**config.mk**
```make
export PLATFORM = sky130hd
export DESIGN_NAME = sql_dump_statement_splitter_top
export DESIGN_NICKNAME = d
export VERILOG_FILES = /design/src/rtl/sdss_pkg.sv /design/src/rtl/sql_dump_statement_splitter_top.sv
export SDC_FILE = /design/constraint.sdc
export NUM_CORES = 1
export LEC_CHECK = 0
export ABC_CLOCK_PERIOD_IN_PS = 4300
export BUFFER_PORTS_ARGS = -buffer_cell sky130_fd_sc_hd__buf_2
export CAP_MARGIN = 20
export CORE_MARGIN = 3
export CORE_UTILIZATION = 45
export DETAILED_ROUTE_END_ITERATION = 6
export PLACE_DENSITY = 0.7
export SYNTH_ARGS = -nofsm -noshare
export SYNTH_HDL_FRONTEND = slang
export SYNTH_SLANG_ARGS = --single-unit
```
**constraint.sdc**
```tcl
create_clock -name clk -period 4.3 [get_ports clk]
set_input_delay 1.29 -clock clk [delete_from_list [all_inputs] [get_ports clk]]
set_output_delay 1.29 -clock clk [all_outputs]
set_load 0.01 [all_outputs]
```
**src/rtl/sdss_pkg.sv**
```systemverilog
`default_nettype none
// ----------------------------------------------------------------------------
// sdss_pkg
// Constants and byte-class helpers for the SQL dump statement splitter.
// ----------------------------------------------------------------------------
package sdss_pkg;

  localparam int MAX_TAG   = 16;
  localparam int TAG_LEN_W = $clog2(MAX_TAG + 2);
  localparam int TAG_IDX_W = (MAX_TAG > 1) ? $clog2(MAX_TAG) : 1;

  localparam logic [TAG_LEN_W-1:0] TAG_MAX_LEN  = TAG_LEN_W'(MAX_TAG);
  localparam logic [TAG_LEN_W-1:0] TAG_TOO_LONG = TAG_LEN_W'(MAX_TAG + 1);

  localparam logic [7:0] CH_SEMI   = 8'h3B;
  localparam logic [7:0] CH_QUOTE  = 8'h27;
  localparam logic [7:0] CH_DOLLAR = 8'h24;
  localparam logic [7:0] CH_BSLASH = 8'h5C;
  localparam logic [7:0] CH_DOT    = 8'h2E;
  localparam logic [7:0] CH_CR     = 8'h0D;
  localparam logic [7:0] CH_LF     = 8'h0A;
  localparam logic [7:0] CH_F      = 8'h66;

  localparam logic [3:0] COPY_LEN   = 4'd4;
  localparam logic [3:0] COPY_SP_LEN = 4'd5;
  localparam logic [3:0] INSERT_LEN = 4'd11;
  localparam logic [3:0] STDIN_LEN  = 4'd10;

  localparam logic [2:0] PFX_COPY    = 3'b001;
  localparam logic [2:0] PFX_COPY_SP = 3'b010;
  localparam logic [2:0] PFX_INSERT  = 3'b100;

  function automatic logic is_ws(input logic [7:0] c);
    return (c == 8'd32) || ((c >= 8'd9) && (c <= 8'd13));
  endfunction

  function automatic logic is_tag_byte(input logic [7:0] c);
    return ((c >= 8'h30) && (c <= 8'h39)) || ((c >= 8'h61) && (c <= 8'h7A)) ||
           ((c >= 8'h41) && (c <= 8'h5A)) || (c == 8'h5F);
  endfunction

  function automatic logic [7:0] to_lower(input logic [7:0] c);
    return ((c >= 8'h41) && (c <= 8'h5A)) ? c + 8'd32 : c;
  endfunction

  function automatic logic [7:0] copy_char(input logic [3:0] idx);
    logic [7:0] r;
    unique case (idx)
      4'd0:    r = 8'h63;
      4'd1:    r = 8'h6F;
      4'd2:    r = 8'h70;
      4'd3:    r = 8'h79;
      default: r = 8'h20;
    endcase
    return r;
  endfunction

  function automatic logic [7:0] insert_char(input logic [3:0] idx);
    logic [7:0] r;
    unique case (idx)
      4'd0:    r = 8'h69;
      4'd1:    r = 8'h6E;
      4'd2:    r = 8'h73;
      4'd3:    r = 8'h65;
      4'd4:    r = 8'h72;
      4'd5:    r = 8'h74;
      4'd6:    r = 8'h20;
      4'd7:    r = 8'h69;
      4'd8:    r = 8'h6E;
      4'd9:    r = 8'h74;
      default: r = 8'h6F;
    endcase
    return r;
  endfunction

  function automatic logic [7:0] stdin_char(input logic [3:0] idx);
    logic [7:0] r;
    unique case (idx)
      4'd0:    r = 8'h66;
      4'd1:    r = 8'h72;
      4'd2:    r = 8'h6F;
      4'd3:    r = 8'h6D;
      4'd4:    r = 8'h20;
      4'd5:    r = 8'h73;
      4'd6:    r = 8'h74;
      4'd7:    r = 8'h64;
      4'd8:    r = 8'h69;
      default: r = 8'h6E;
    endcase
    return r;
  endfunction

endpackage
`default_nettype wire

```
**src/rtl/sql_dump_statement_splitter_top.sv**
```systemverilog
`default_nettype none
// ----------------------------------------------------------------------------
// sql_dump_statement_splitter_top
// Splits a SQL dump byte stream into statements and flags each byte.
// ----------------------------------------------------------------------------
// Takes one byte per clock and returns one flagged beat per byte through a
// single output register; a new byte is taken in every cycle in which the
// output register is empty or being drained. All quote, dollar-tag,
// COPY-header and COPY-data tracking for a byte is done in the same cycle it
// is accepted. in_stall follows out_stall when the output register holds a
// beat. Asserting last_byte ends the dump and returns all tracking state to
// its reset value for the next dump.
module sql_dump_statement_splitter_top (
  input  wire logic       clk,
  input  wire logic       rst,
  input  wire logic       in_valid,
  output logic            in_stall,
  input  wire logic [7:0] data_byte,
  input  wire logic       last_byte,
  output logic            out_valid,
  input  wire logic       out_stall,
  output logic [7:0]      out_byte,
  output logic            keep,
  output logic            statement_end,
  output logic            copy_data,
  output logic            data_statement,
  output logic            tail_dropped,
  output logic            tag_overflow
);
  import sdss_pkg::*;

  typedef enum logic [1:0] {
    QM_OUTSIDE, QM_SINGLE, QM_DOLLAR, QM_COPY
  } quote_mode_t;

  typedef enum logic [1:0] {
    SP_NONE, SP_ESCAPE, SP_QUOTE, SP_UNUSED
  } single_pending_t;

  typedef enum logic [2:0] {
    CL_START, CL_BSLASH, CL_BSDOT, CL_BSDOTCR, CL_OTHER
  } copy_line_t;

  quote_mode_t          quote_mode, quote_mode_next;
  single_pending_t      single_pending, single_pending_next;
  copy_line_t           copy_line_state, copy_line_state_next;
  logic [TAG_LEN_W-1:0] tag_length, tag_length_next;
  logic [TAG_LEN_W-1:0] tag_progress, tag_progress_next;
  logic                 opening_candidate, opening_candidate_next;
  logic                 statement_started, statement_started_next;
  logic [3:0]           prefix_count, prefix_count_next;
  logic [2:0]           prefix_flags, prefix_flags_next;
  logic                 header_semicolon_seen, header_semicolon_seen_next;
  logic [3:0]           stdin_progress, stdin_progress_next;
  logic [7:0]           tag_store [MAX_TAG];

  logic                 tag_we;
  logic [TAG_IDX_W-1:0] tag_wa;
  logic                 in_fire;

  logic r_keep, r_end, r_copy, r_data, r_tail, r_ovf;

  assign in_stall = out_valid & out_stall;
  assign in_fire  = in_valid & ~in_stall;

  always_comb begin
    logic [7:0]           c;
    logic [7:0]           lc;
    logic [7:0]           want;
    logic [TAG_LEN_W-1:0] rd_idx;
    logic [TAG_LEN_W:0]   prog_inc;
    logic [TAG_LEN_W:0]   close_len;
    logic                 do_outside;
    logic                 do_track;
    logic                 do_finish;

    c      = data_byte;
    lc     = to_lower(data_byte);
    want   = CH_DOLLAR;
    rd_idx = tag_progress - TAG_LEN_W'(1);
    prog_inc  = {1'b0, tag_progress} + (TAG_LEN_W+1)'(1);
    close_len = {1'b0, tag_length} + (TAG_LEN_W+1)'(2);
    do_outside = 1'b0;
    do_track   = 1'b0;
    do_finish  = 1'b0;

    quote_mode_next            = quote_mode;
    single_pending_next        = single_pending;
    copy_line_state_next       = copy_line_state;
    tag_length_next            = tag_length;
    tag_progress_next          = tag_progress;
    opening_candidate_next     = opening_candidate;
    statement_started_next     = statement_started;
    prefix_count_next          = prefix_count;
    prefix_flags_next          = prefix_flags;
    header_semicolon_seen_next = header_semicolon_seen;
    stdin_progress_next        = stdin_progress;
    tag_we = 1'b0;
    tag_wa = tag_length[TAG_IDX_W-1:0];

    r_keep = 1'b0;
    r_end  = 1'b0;
    r_copy = 1'b0;
    r_data = 1'b0;
    r_tail = 1'b0;
    r_ovf  = 1'b0;

    if (quote_mode == QM_COPY) begin
      r_keep = 1'b1;
      r_copy = 1'b1;
      if (c == CH_LF) begin
        if (copy_line_state == CL_BSDOT || copy_line_state == CL_BSDOTCR) begin
          do_finish = 1'b1;
        end else begin
          copy_line_state_next = CL_START;
        end
      end else if (copy_line_state == CL_START && c == CH_BSLASH) begin
        copy_line_state_next = CL_BSLASH;
      end else if (copy_line_state == CL_BSLASH && c == CH_DOT) begin
        copy_line_state_next = CL_BSDOT;
      end else if (copy_line_state == CL_BSDOT && c == CH_CR) begin
        copy_line_state_next = CL_BSDOTCR;
      end else begin
        copy_line_state_next = CL_OTHER;
      end
    end else if (quote_mode == QM_SINGLE) begin
      if (single_pending == SP_QUOTE && c != CH_QUOTE) begin
        single_pending_next = SP_NONE;
        quote_mode_next     = QM_OUTSIDE;
        do_outside          = 1'b1;
      end else begin
        do_track = 1'b1;
        if (single_pending != SP_NONE) begin
          single_pending_next = SP_NONE;
        end else if (c == CH_BSLASH) begin
          single_pending_next = SP_ESCAPE;
        end else if (c == CH_QUOTE) begin
          single_pending_next = SP_QUOTE;
        end
      end
    end else if (quote_mode == QM_DOLLAR) begin
      do_track = 1'b1;
      if (tag_progress != '0 && tag_progress <= tag_length) begin
        want = tag_store[rd_idx[TAG_IDX_W-1:0]];
      end
      if (c == want) begin
        if (prog_inc >= close_len) begin
          quote_mode_next   = QM_OUTSIDE;
          tag_progress_next = '0;
        end else begin
          tag_progress_next = prog_inc[TAG_LEN_W-1:0];
        end
      end else begin
        tag_progress_next = (c == CH_DOLLAR) ? TAG_LEN_W'(1) : '0;
      end
    end else if (opening_candidate) begin
      if (is_tag_byte(c)) begin
        do_track = 1'b1;
        if (tag_length < TAG_MAX_LEN) begin
          tag_we          = 1'b1;
          tag_length_next = tag_length + TAG_LEN_W'(1);
        end else begin
          tag_length_next = TAG_TOO_LONG;
        end
      end else if (c == CH_DOLLAR) begin
        do_track               = 1'b1;
        opening_candidate_next = 1'b0;
        if (tag_length > TAG_MAX_LEN) begin
          r_ovf = 1'b1;
        end else begin
          quote_mode_next   = QM_DOLLAR;
          tag_progress_next = '0;
        end
      end else begin
        opening_candidate_next = 1'b0;
        do_outside             = 1'b1;
      end
    end else begin
      do_outside = 1'b1;
    end

    if (do_outside) begin
      if (!statement_started && is_ws(c)) begin
        do_outside = 1'b0;
      end else begin
        statement_started_next = 1'b1;
        do_track               = 1'b1;
      end
    end

    if (do_track) begin
      r_keep = 1'b1;
      if (prefix_count < INSERT_LEN) begin
        if (prefix_count < COPY_LEN && lc != copy_char(prefix_count)) begin
          prefix_flags_next = prefix_flags_next & ~PFX_COPY;
        end
        if (prefix_count < COPY_SP_LEN && lc != copy_char(prefix_count)) begin
          prefix_flags_next = prefix_flags_next & ~PFX_COPY_SP;
        end
        if (lc != insert_char(prefix_count)) begin
          prefix_flags_next = prefix_flags_next & ~PFX_INSERT;
        end
        prefix_count_next = prefix_count + 4'd1;
      end
      if (!header_semicolon_seen) begin
        if (c == CH_SEMI) begin
          header_semicolon_seen_next = 1'b1;
        end else if (stdin_progress < STDIN_LEN) begin
          if (lc == stdin_char(stdin_progress)) begin
            stdin_progress_next = stdin_progress + 4'd1;
          end else begin
            stdin_progress_next = (lc == CH_F) ? 4'd1 : 4'd0;
          end
        end
      end
    end

    if (do_outside) begin
      if (c == CH_QUOTE) begin
        quote_mode_next     = QM_SINGLE;
        single_pending_next = SP_NONE;
      end else if (c == CH_DOLLAR) begin
        opening_candidate_next = 1'b1;
        tag_length_next        = '0;
      end else if (c == CH_SEMI) begin
        if ((prefix_flags_next & PFX_COPY) != '0 && prefix_count_next >= COPY_LEN &&
            stdin_progress_next == STDIN_LEN) begin
          quote_mode_next      = QM_COPY;
          copy_line_state_next = CL_START;
        end else begin
          do_finish = 1'b1;
        end
      end
    end

    if (!do_finish && last_byte && quote_mode_next == QM_COPY) begin
      do_finish = 1'b1;
    end
    if (!do_finish && last_byte && statement_started_next) begin
      r_tail = 1'b1;
    end

    if (do_finish) begin
      r_end  = 1'b1;
      r_data = (((prefix_flags_next & PFX_COPY_SP) != '0) &&
                (prefix_count_next >= COPY_SP_LEN)) ||
               (((prefix_flags_next & PFX_INSERT) != '0) &&
                (prefix_count_next >= INSERT_LEN));
      quote_mode_next            = QM_OUTSIDE;
      statement_started_next     = 1'b0;
      prefix_count_next          = '0;
      prefix_flags_next          = '1;
      header_semicolon_seen_next = 1'b0;
      stdin_progress_next        = '0;
      opening_candidate_next     = 1'b0;
    end

    if (last_byte) begin
      quote_mode_next            = QM_OUTSIDE;
      single_pending_next        = SP_NONE;
      tag_length_next            = '0;
      tag_progress_next          = '0;
      copy_line_state_next       = CL_START;
      statement_started_next     = 1'b0;
      prefix_count_next          = '0;
      prefix_flags_next          = '1;
      header_semicolon_seen_next = 1'b0;
      stdin_progress_next        = '0;
      opening_candidate_next     = 1'b0;
    end
  end

  always_ff @(posedge clk) begin
    if (in_fire && tag_we) begin
      tag_store[tag_wa] <= data_byte;
    end
    if (in_fire) begin
      out_byte       <= data_byte;
      keep           <= r_keep;
      statement_end  <= r_end;
      copy_data      <= r_copy;
      data_statement <= r_data;
      tail_dropped   <= r_tail;
      tag_overflow   <= r_ovf;
    end
    if (rst) begin
      out_valid             <= 1'b0;
      quote_mode            <= QM_OUTSIDE;
      single_pending        <= SP_NONE;
      copy_line_state       <= CL_START;
      tag_length            <= '0;
      tag_progress          <= '0;
      opening_candidate     <= 1'b0;
      statement_started     <= 1'b0;
      prefix_count          <= '0;
      prefix_flags          <= '1;
      header_semicolon_seen <= 1'b0;
      stdin_progress        <= '0;
    end else begin
      if (in_fire) begin
        out_valid <= 1'b1;
      end else if (!out_stall) begin
        out_valid <= 1'b0;
      end
      if (in_fire) begin
        quote_mode            <= quote_mode_next;
        single_pending        <= single_pending_next;
        copy_line_state       <= copy_line_state_next;
        tag_length            <= tag_length_next;
        tag_progress          <= tag_progress_next;
        opening_candidate     <= opening_candidate_next;
        statement_started     <= statement_started_next;
        prefix_count          <= prefix_count_next;
        prefix_flags          <= prefix_flags_next;
        header_semicolon_seen <= header_semicolon_seen_next;
        stdin_progress        <= stdin_progress_next;
      end
    end
  end

endmodule
`default_nettype wire

```
==> summary.md, run 1 <==
| Metric | Value |
|---|---|
| Post-route cell area | roughly 0.011 mm^2 |
| RSZ-0062 raised after global routing | true |
| # rows | 52 |
| Clock-pin slew on the worst setup and hold paths | around 0.070 ns |
| CTS tree | done |
| Port bufs | 28 |
| Routed len/inst | ~20 um |
| Crit Path Max Fanout | 12 |
| Final hold violation count | 0 |
| Number of buffers created by CTS | 17 |
| Synth Register Bits | ~190 |
| Clk root buf | clkbuf_16 |
| Post-CTS Hold Fix Bufs | 0 |
| Syn avg cell area | 12.3 um^2 |
| Ys async rst share | 0% |
| CP max-delay cell | a2bb2oi_1 |
| First-pass DRT Iterations | 7 |
| Final worst path period need | 4.16 ns |
| Power Density | 323 mW/mm^2 |
| Kind of end point of the critical path | register |
| Drt first-iter violations | roughly 650 |
| Crit path arrival time | 4.49 ns |
| Footprint of the multi-input gates | ~0.0042 mm^2 |
| DR DRC count | 1 |
| GRT Resource Usage Total | around 20% |
| Layout cells sized above 1 | approximately 28% |
| Register area | about 0.0051 mm^2 |
| Clk_lat worst skew | roughly 0.44 ns |
| Dpl hpwl | 16.4 mm |
| Max cap viols | 0 |
| DRT Wirelength | 23.3 mm |
| Post-Synthesis Cell Area | 0.00959 mm^2 |
| Post-synth EDFFs | 142 |
| Largest cells by area after synthesis | edfxtp_1 44%, dfxtp_1 9.2%, mux4_2 8.2% |
| Tcrit/Tclk final | between 90% and 100% |
| Hold Path Class | reg2reg |
| Slew of the pin with the lowest slew margin | between 0.7 and 0.8 ns |
| GP Congestion | slightly below 0.9 |
| Synth Flop Type | edfxtp_1 |
| Synth top area share | 44.5% |
| Vias in the first global route | about 6.7k |
| Worst Path Required | 4.64 ns |
| Max-slew violations | 0 |
| Core Footprint | approximately 0.02 mm^2 |
| Post-Syn Nets | approximately 830 |
| Failing checks | design-rule violations |
| Worst-path cell chain | buf_2 > buf_4 > o211ai_1 > a2bb2oi_1 > o211ai_1 > o31ai_1 > and2b_1 > and2_4 > o21ai_4 > a31o_2 > a22oi_2 > or2_4 > inv_4 > ha_4 > mux2_4 > o2bb2a_4 |
| Status | finished, violations left |
| # nets final | 953 |
| Area leader, netlist | edfxtp_1 |
| VDD IR max | between 0.3 and 0.4 mV |
| Fmax | about 0.24 GHz |
| Top Ports | 29 |
| Top post-synthesis cells by count | 142 x edfxtp_1, 68 x nor2_1, 49 x nand2_1, 44 x dfxtp_1, 39 x ha_1 |
| Startpoint types | input port |
| Placed inst area | 0.0108 mm^2 |
| Power, Total | around 3.7 mW |
| H-tree levels | 4 |
| CTS max path bufs | 2 |
| Netlist cell types | approximately 90 |
| First-pass GRT wire length | between 30 and 40 mm |
| Register area share after synthesis | a little over half |
| # setup viols final | 0 |
| Synth Instances | 780 |
| Synth Warn # | 0 |
| Routed vias/inst | approximately 5.8 |
| Clock sink total | 186 |
| Synth-to-layout area growth | 19.3% |
| Die W | between 150 and 200 um |
| Initial antenna violation count | 1 |
| Largest stage delay, worst path | ~0.34 ns |
| Largest net degree at the start of global routing | 36 |
| Vias | ~6.9k |
| Grt total ovfl | 0 |
| Leak | between 4 and 5 nW |
| Starting Density | between 40% and 50% |
| Top-count cell post-synth | edfxtp_1 |
| Crit path top cell by count | o211ai_1 |
| Fillers | about 1.7k |
| Die area | ~0.023 mm^2 |
| Crit Path Class | in2reg |
| Die Y | around 150 um |
| Post-route ant nets | 0 |
| Max-slew headroom | 49.7% |
| Post-Route Skew | about 0.012 ns |
==> per-layer routing <==
| metal | GRT usage (%) | vias to the layer above | wire (um) |
|---|---|---|---|
| met4 | 6.51 | 0 | 299 |
| met3 | 4.04 | 25 | 1430 |
| li1 | - | 3220 | - |
| met5 | 0 | - | 0 |
| met2 | 32.0 | 208 | 11000 |
| met1 | 28.8 | 3430 | 10600 |
==> critical path: cells and delay by family <==
kind            cells  cell delay, ns
compound gates      8            1.78
simple gates        3            0.60
buf+inv             3            0.43
mux                 1            0.25
fa+ha+maj           1            0.14
==> path summary, 6_finish.rpt <==
kind	from	endpoint	slack, ns	cells past startpoint
max	data_byte[2]	register	0.14	16
min	prefix_flags[1]$_SDFFE_PP1P_	prefix_flags[1]$_SDFFE_PP1P_	0.50	2
max reg2reg	tag_progress[0]$_SDFFE_PP0P_	data_statement$_SDFFCE_PN0P_	0.32	13
min reg2reg	prefix_flags[1]$_SDFFE_PP1P_	prefix_flags[1]$_SDFFE_PP1P_	0.50	2
==> cells by family (layout without fill, tap and decap cells) <==
logic type / count (synthesis) / after routing / synth area share [%]
AO/OA/AOI/OAI: 147 / 147 / 11.2
XOR/XNOR: 27 / 27 / 2.54
adder cells (fa/ha/maj): 39 / 39 / 5.09
buffers and inverters: 74 / 208 / 3.42
flip-flops: 186 / 186 / 53.7
multiplexers: 56 / 56 / 10.5
other: 0 / 1 / 0
AND/OR/NAND/NOR: 251 / 251 / 13.7
==> metrics by stage <==
stage	util (%)	worst slack [ns]	instances	TNS (ns)	hold slack, ns
6_report	55.6	0.143	1185	0	0.502
5_1_grt	55.6	-0.00106	1185	-0.00106	0.521
4_1_cts	55.5	0.144	1184	0	0.493
3_5_place_dp	52.7	-0.297	1152	-2.17	0.470
3_3_place_gp	52.7	-0.249	1152	-1.71	0.469
2_1_floorplan	-	-0.139	780	-0.238	0.435
==> what timing repair did <==
item                                   CTS  global route
gates resized for setup                  0             4
buffers inserted                         0             0
setup endpoints to repair                0            11
endpoints found under the hold margin    0             0
==> cell usage in the layout (no fill, tap or decap), types with 6 or more instances in the layout <==
cell type,netlist,layout
nor2_1,68,67
nand2_1,49,49
edfxtp_1,142,142
a21oi_1,29,29
a32oi_1,7,7
xnor2_1,18,18
clkbuf_16,0,17
buf_2,9,28
nand2b_1,10,10
dfxtp_1,44,43
mux4_2,35,35
and3_1,7,7
ha_1,39,38
nor2b_1,14,14
nand4_1,12,12
nand3b_1,7,7
mux2i_1,18,18
a31oi_1,6,6
buf_4,4,112
a22oi_1,6,6
xor2_1,8,8
nor3_1,13,12
inv_1,32,31
nand3_1,24,24
o21ai_0,29,28
==> power breakdown <==
part | switching (mW) | leakage (nW) | internal, mW
clock network | 0.746 | 0.275 | 0.772
logic | 0.135 | 2.26 | 0.0883
registers | 0.00709 | 1.64 | 1.94
total | 0.888 | 4.17 | 2.80
==> flip-flops by register name, indices dropped and copies added, names as in the netlist, 2 cells and up, named ones only <==
| signal | flops |
|---|---|
| copy_line_state | 3 |
| out_byte | 8 |
| prefix_count | 4 |
| prefix_flags | 3 |
| quote_mode | 2 |
| single_pending | 2 |
| stdin_progress | 4 |
| tag_length | 5 |
| tag_progress | 5 |
| tag_store | 128 |
==> area by class of cell <==
class	count	share of cell area, %
clock buffers	17	3.72
diodes	1	0.0219
repair buffers	143	9.10
well taps	270	2.95
clock inverters	15	1.37
multi-input cells	520	36.7
flip-flops and latches	186	45.0
inverters	33	1.10
(Power assumes the default switching activity.)
==> run 2, diff against run 1 <==
Settings changed: CORE_ASPECT_RATIO from default to 0.7.
==> run 2 against run 1 <==
Compared with the run above: the run now ends clean; die area increased by 0.12%; register-to-register slack worse by 0.04 ns; worst setup slack about the same; total power is 5.0% higher; via count increased by 2.4%; worst hold slack worse by 0.025 ns; clock skew is 0.0044 ns higher; critical path depth increased by 1; first-iteration DRC count is 22% higher; routed wire length increased by 4.4%; sequential cell count unchanged; cell area up 2.8%; largest cell class unchanged; highest routed layer unchanged.
==> summary.md, run 2 (same netlist as run 1, synthesis figures left out) <==
| Metric | Value |
|---|---|
| Reg2reg path depth | 14 |
| GRT Resource Usage Total | around a fifth |
| Fmax | between 0.2 and 0.25 GHz |
| Vias | about 7k |
| Kind of end point of the critical path | register |
| Status | finished, final reports clean |
| H-tree levels | 4 |
| Die W | 180 um |
| Initial antenna violation count | 0 |
| DR DRC count | 0 |
| Clock-pin slew on the worst setup and hold paths | about 0.08 ns |
| Leak | ~4.3 nW |
| Max-slew headroom | between 50% and 60% |
| Die area | approximately 0.023 mm^2 |
| Grt total ovfl | 0 |
| Commonest non-fill, non-tap cell in the layout | edfxtp_1 |
| Crit Path Max Fanout | 10 |
| Clock sink total | 186 |
| Core Footprint | approximately 0.021 mm^2 |
| First-pass GRT wire length | 38.4 mm |
| Worst-path cell chain | buf_2 > buf_4 > o211ai_1 > buf_4 > a2bb2oi_2 > o211ai_1 > o31ai_1 > and2b_1 > and2_4 > o21ai_4 > a31o_2 > a22oi_2 > or2_4 > inv_4 > ha_4 > mux2_4 > o2bb2a_4 |
| # rows | 44 |
| # nets final | 980 |
| Post-route ant nets | 0 |
| First-pass DRT Iterations | 5 |
| Worst Path Required | around 4.6 ns |
| Routed len/inst | between 15 and 20 um |
| Post-route cell area | around 0.012 mm^2 |
| Die Y | roughly 130 um |
| Tcrit/Tclk final | a little over nine tenths |
| Slew of the pin with the lowest slew margin | 0.712 ns |
| Hold Path Class | reg2reg |
| Starting Density | 46.1% |
| Final core occ | 56.5% |
| # setup viols final | 0 |
| Placed inst area | between 0.01 and 0.015 mm^2 |
| Most frequent cells in the layout | 142 x edfxtp_1, 138 x buf_4, 66 x nor2_1 |
| VDD IR max | approximately 0.26 mV |
| Hold slack final | roughly 0.48 ns |
| Crit path arrival time | ~4.5 ns |
| Crit Path Class | in2reg |
| CTS max path bufs | 2 |
| Power Density | roughly 330 mW/mm^2 |
| Largest net degree at the start of global routing | 38 |
| Routed vias/inst | around 5.8 |
| Synth-to-layout area growth | 22.6% |
| Clk_lat worst skew | between 0.4 and 0.5 ns |
| Drt first-iter violations | approximately 800 |
| Largest register FFs | 128 |
| Antenna diode count | 0 |
| Clk root buf | clkbuf_16 |
| Top Ports | 29 |
| Port bufs | 28 |
| Vias in the first global route | 6703 |
| Largest stage delay, worst path | between 0.3 and 0.4 ns |
| Post-Route Skew | between 0.015 and 0.02 ns |
| Dpl hpwl | ~17 mm |
| CTS tree | done |
| Hold path depth | 1 |
| Post-CTS Hold Fix Bufs | 0 |
| Biggest regs | tag_store x128, out_byte x8 |
| Max cap viols | 0 |
| Final hold violation count | 0 |
| CP max-delay cell | o31ai_1 |
| GP Congestion | about 0.95 |
| Layout cells sized above 1 | a little over 30% |
| DRT Wirelength | roughly 24 mm |
| Number of buffers created by CTS | 17 |
| Max-slew violations | 0 |
| Startpoint types | input port |
| Most flops, register | tag_store |
| Final worst path period need | about 4.2 ns |
| Fillers | 1695 |
==> run 2: worst paths after layout <==
check                                                     to                         start  slack (ns)
worst min register to register  prefix_flags[0]$_SDFFE_PP1P_  prefix_flags[0]$_SDFFE_PP1P_        0.48
worst max-delay path                                register                  data_byte[3]        0.14
worst max register to register  data_statement$_SDFFCE_PN0P_  tag_progress[0]$_SDFFE_PP0P_        0.28
worst min-delay path            prefix_flags[0]$_SDFFE_PP1P_  prefix_flags[0]$_SDFFE_PP1P_        0.48
==> run 2: through the flow <==
stage               setup slack (ns)  total power, mW  std cells  setup TNS [ns]
floorplan                     -0.139             2.10        780          -0.238
global placement              -0.289             2.22       1179           -1.51
detailed placement            -0.300             2.22       1179           -1.44
CTS                            0.143             3.89       1211               0
global route                 -0.0419             3.99       1217         -0.0724
finish                         0.143             3.88       1217               0
==> run 2: final cells by class <==
class / count / area, um^2 / area share (%)
Clock buffer: 17 / 425 / 3.62
Tap cell: 276 / 345 / 2.94
Timing Repair Buffer: 170 / 1260 / 10.7
Inverter: 33 / 126 / 1.07
Sequential cell: 186 / 5150 / 43.8
Clock inverter: 15 / 220 / 1.87
Multi-Input combinational cell: 520 / 4240 / 36.0
==> run 2: per-layer routing <==
| layer | share of wire (%) | GRT usage, % | routed length [um] |
|---|---|---|---|
| met3 | 8.0 | 4.62 | 1960 |
| met1 | 47 | 32.4 | 11500 |
| met4 | 0.77 | 4.42 | 187 |
| met2 | 44 | 31.6 | 10700 |
| met5 | 0 | 0 | 0 |
==> run 2: critical path: cells and delay by family <==
kind                     cells  cell delay (ns)
AO/OA/AOI/OAI                8             1.60
multiplexers                 1             0.25
AND/OR/NAND/NOR              3             0.60
buffers and inverters        4             0.60
adder cells (fa/ha/maj)      1             0.14
==> run 2: repair_timing <==
item | 4_1_cts | 5_1_grt
resized for setup | 0 | 11
setup endpoints to repair | 0 | 8
buffers inserted | 0 | 6
==> run 2: power by group <==
| group | internal, mW | leakage, nW | switching (mW) |
|---|---|---|---|
| logic | 0.102 | 2.39 | 0.142 |
| clock network | 0.826 | 0.312 | 0.858 |
| registers | 1.94 | 1.64 | 0.00788 |
| total | 2.87 | 4.34 | 1.01 |
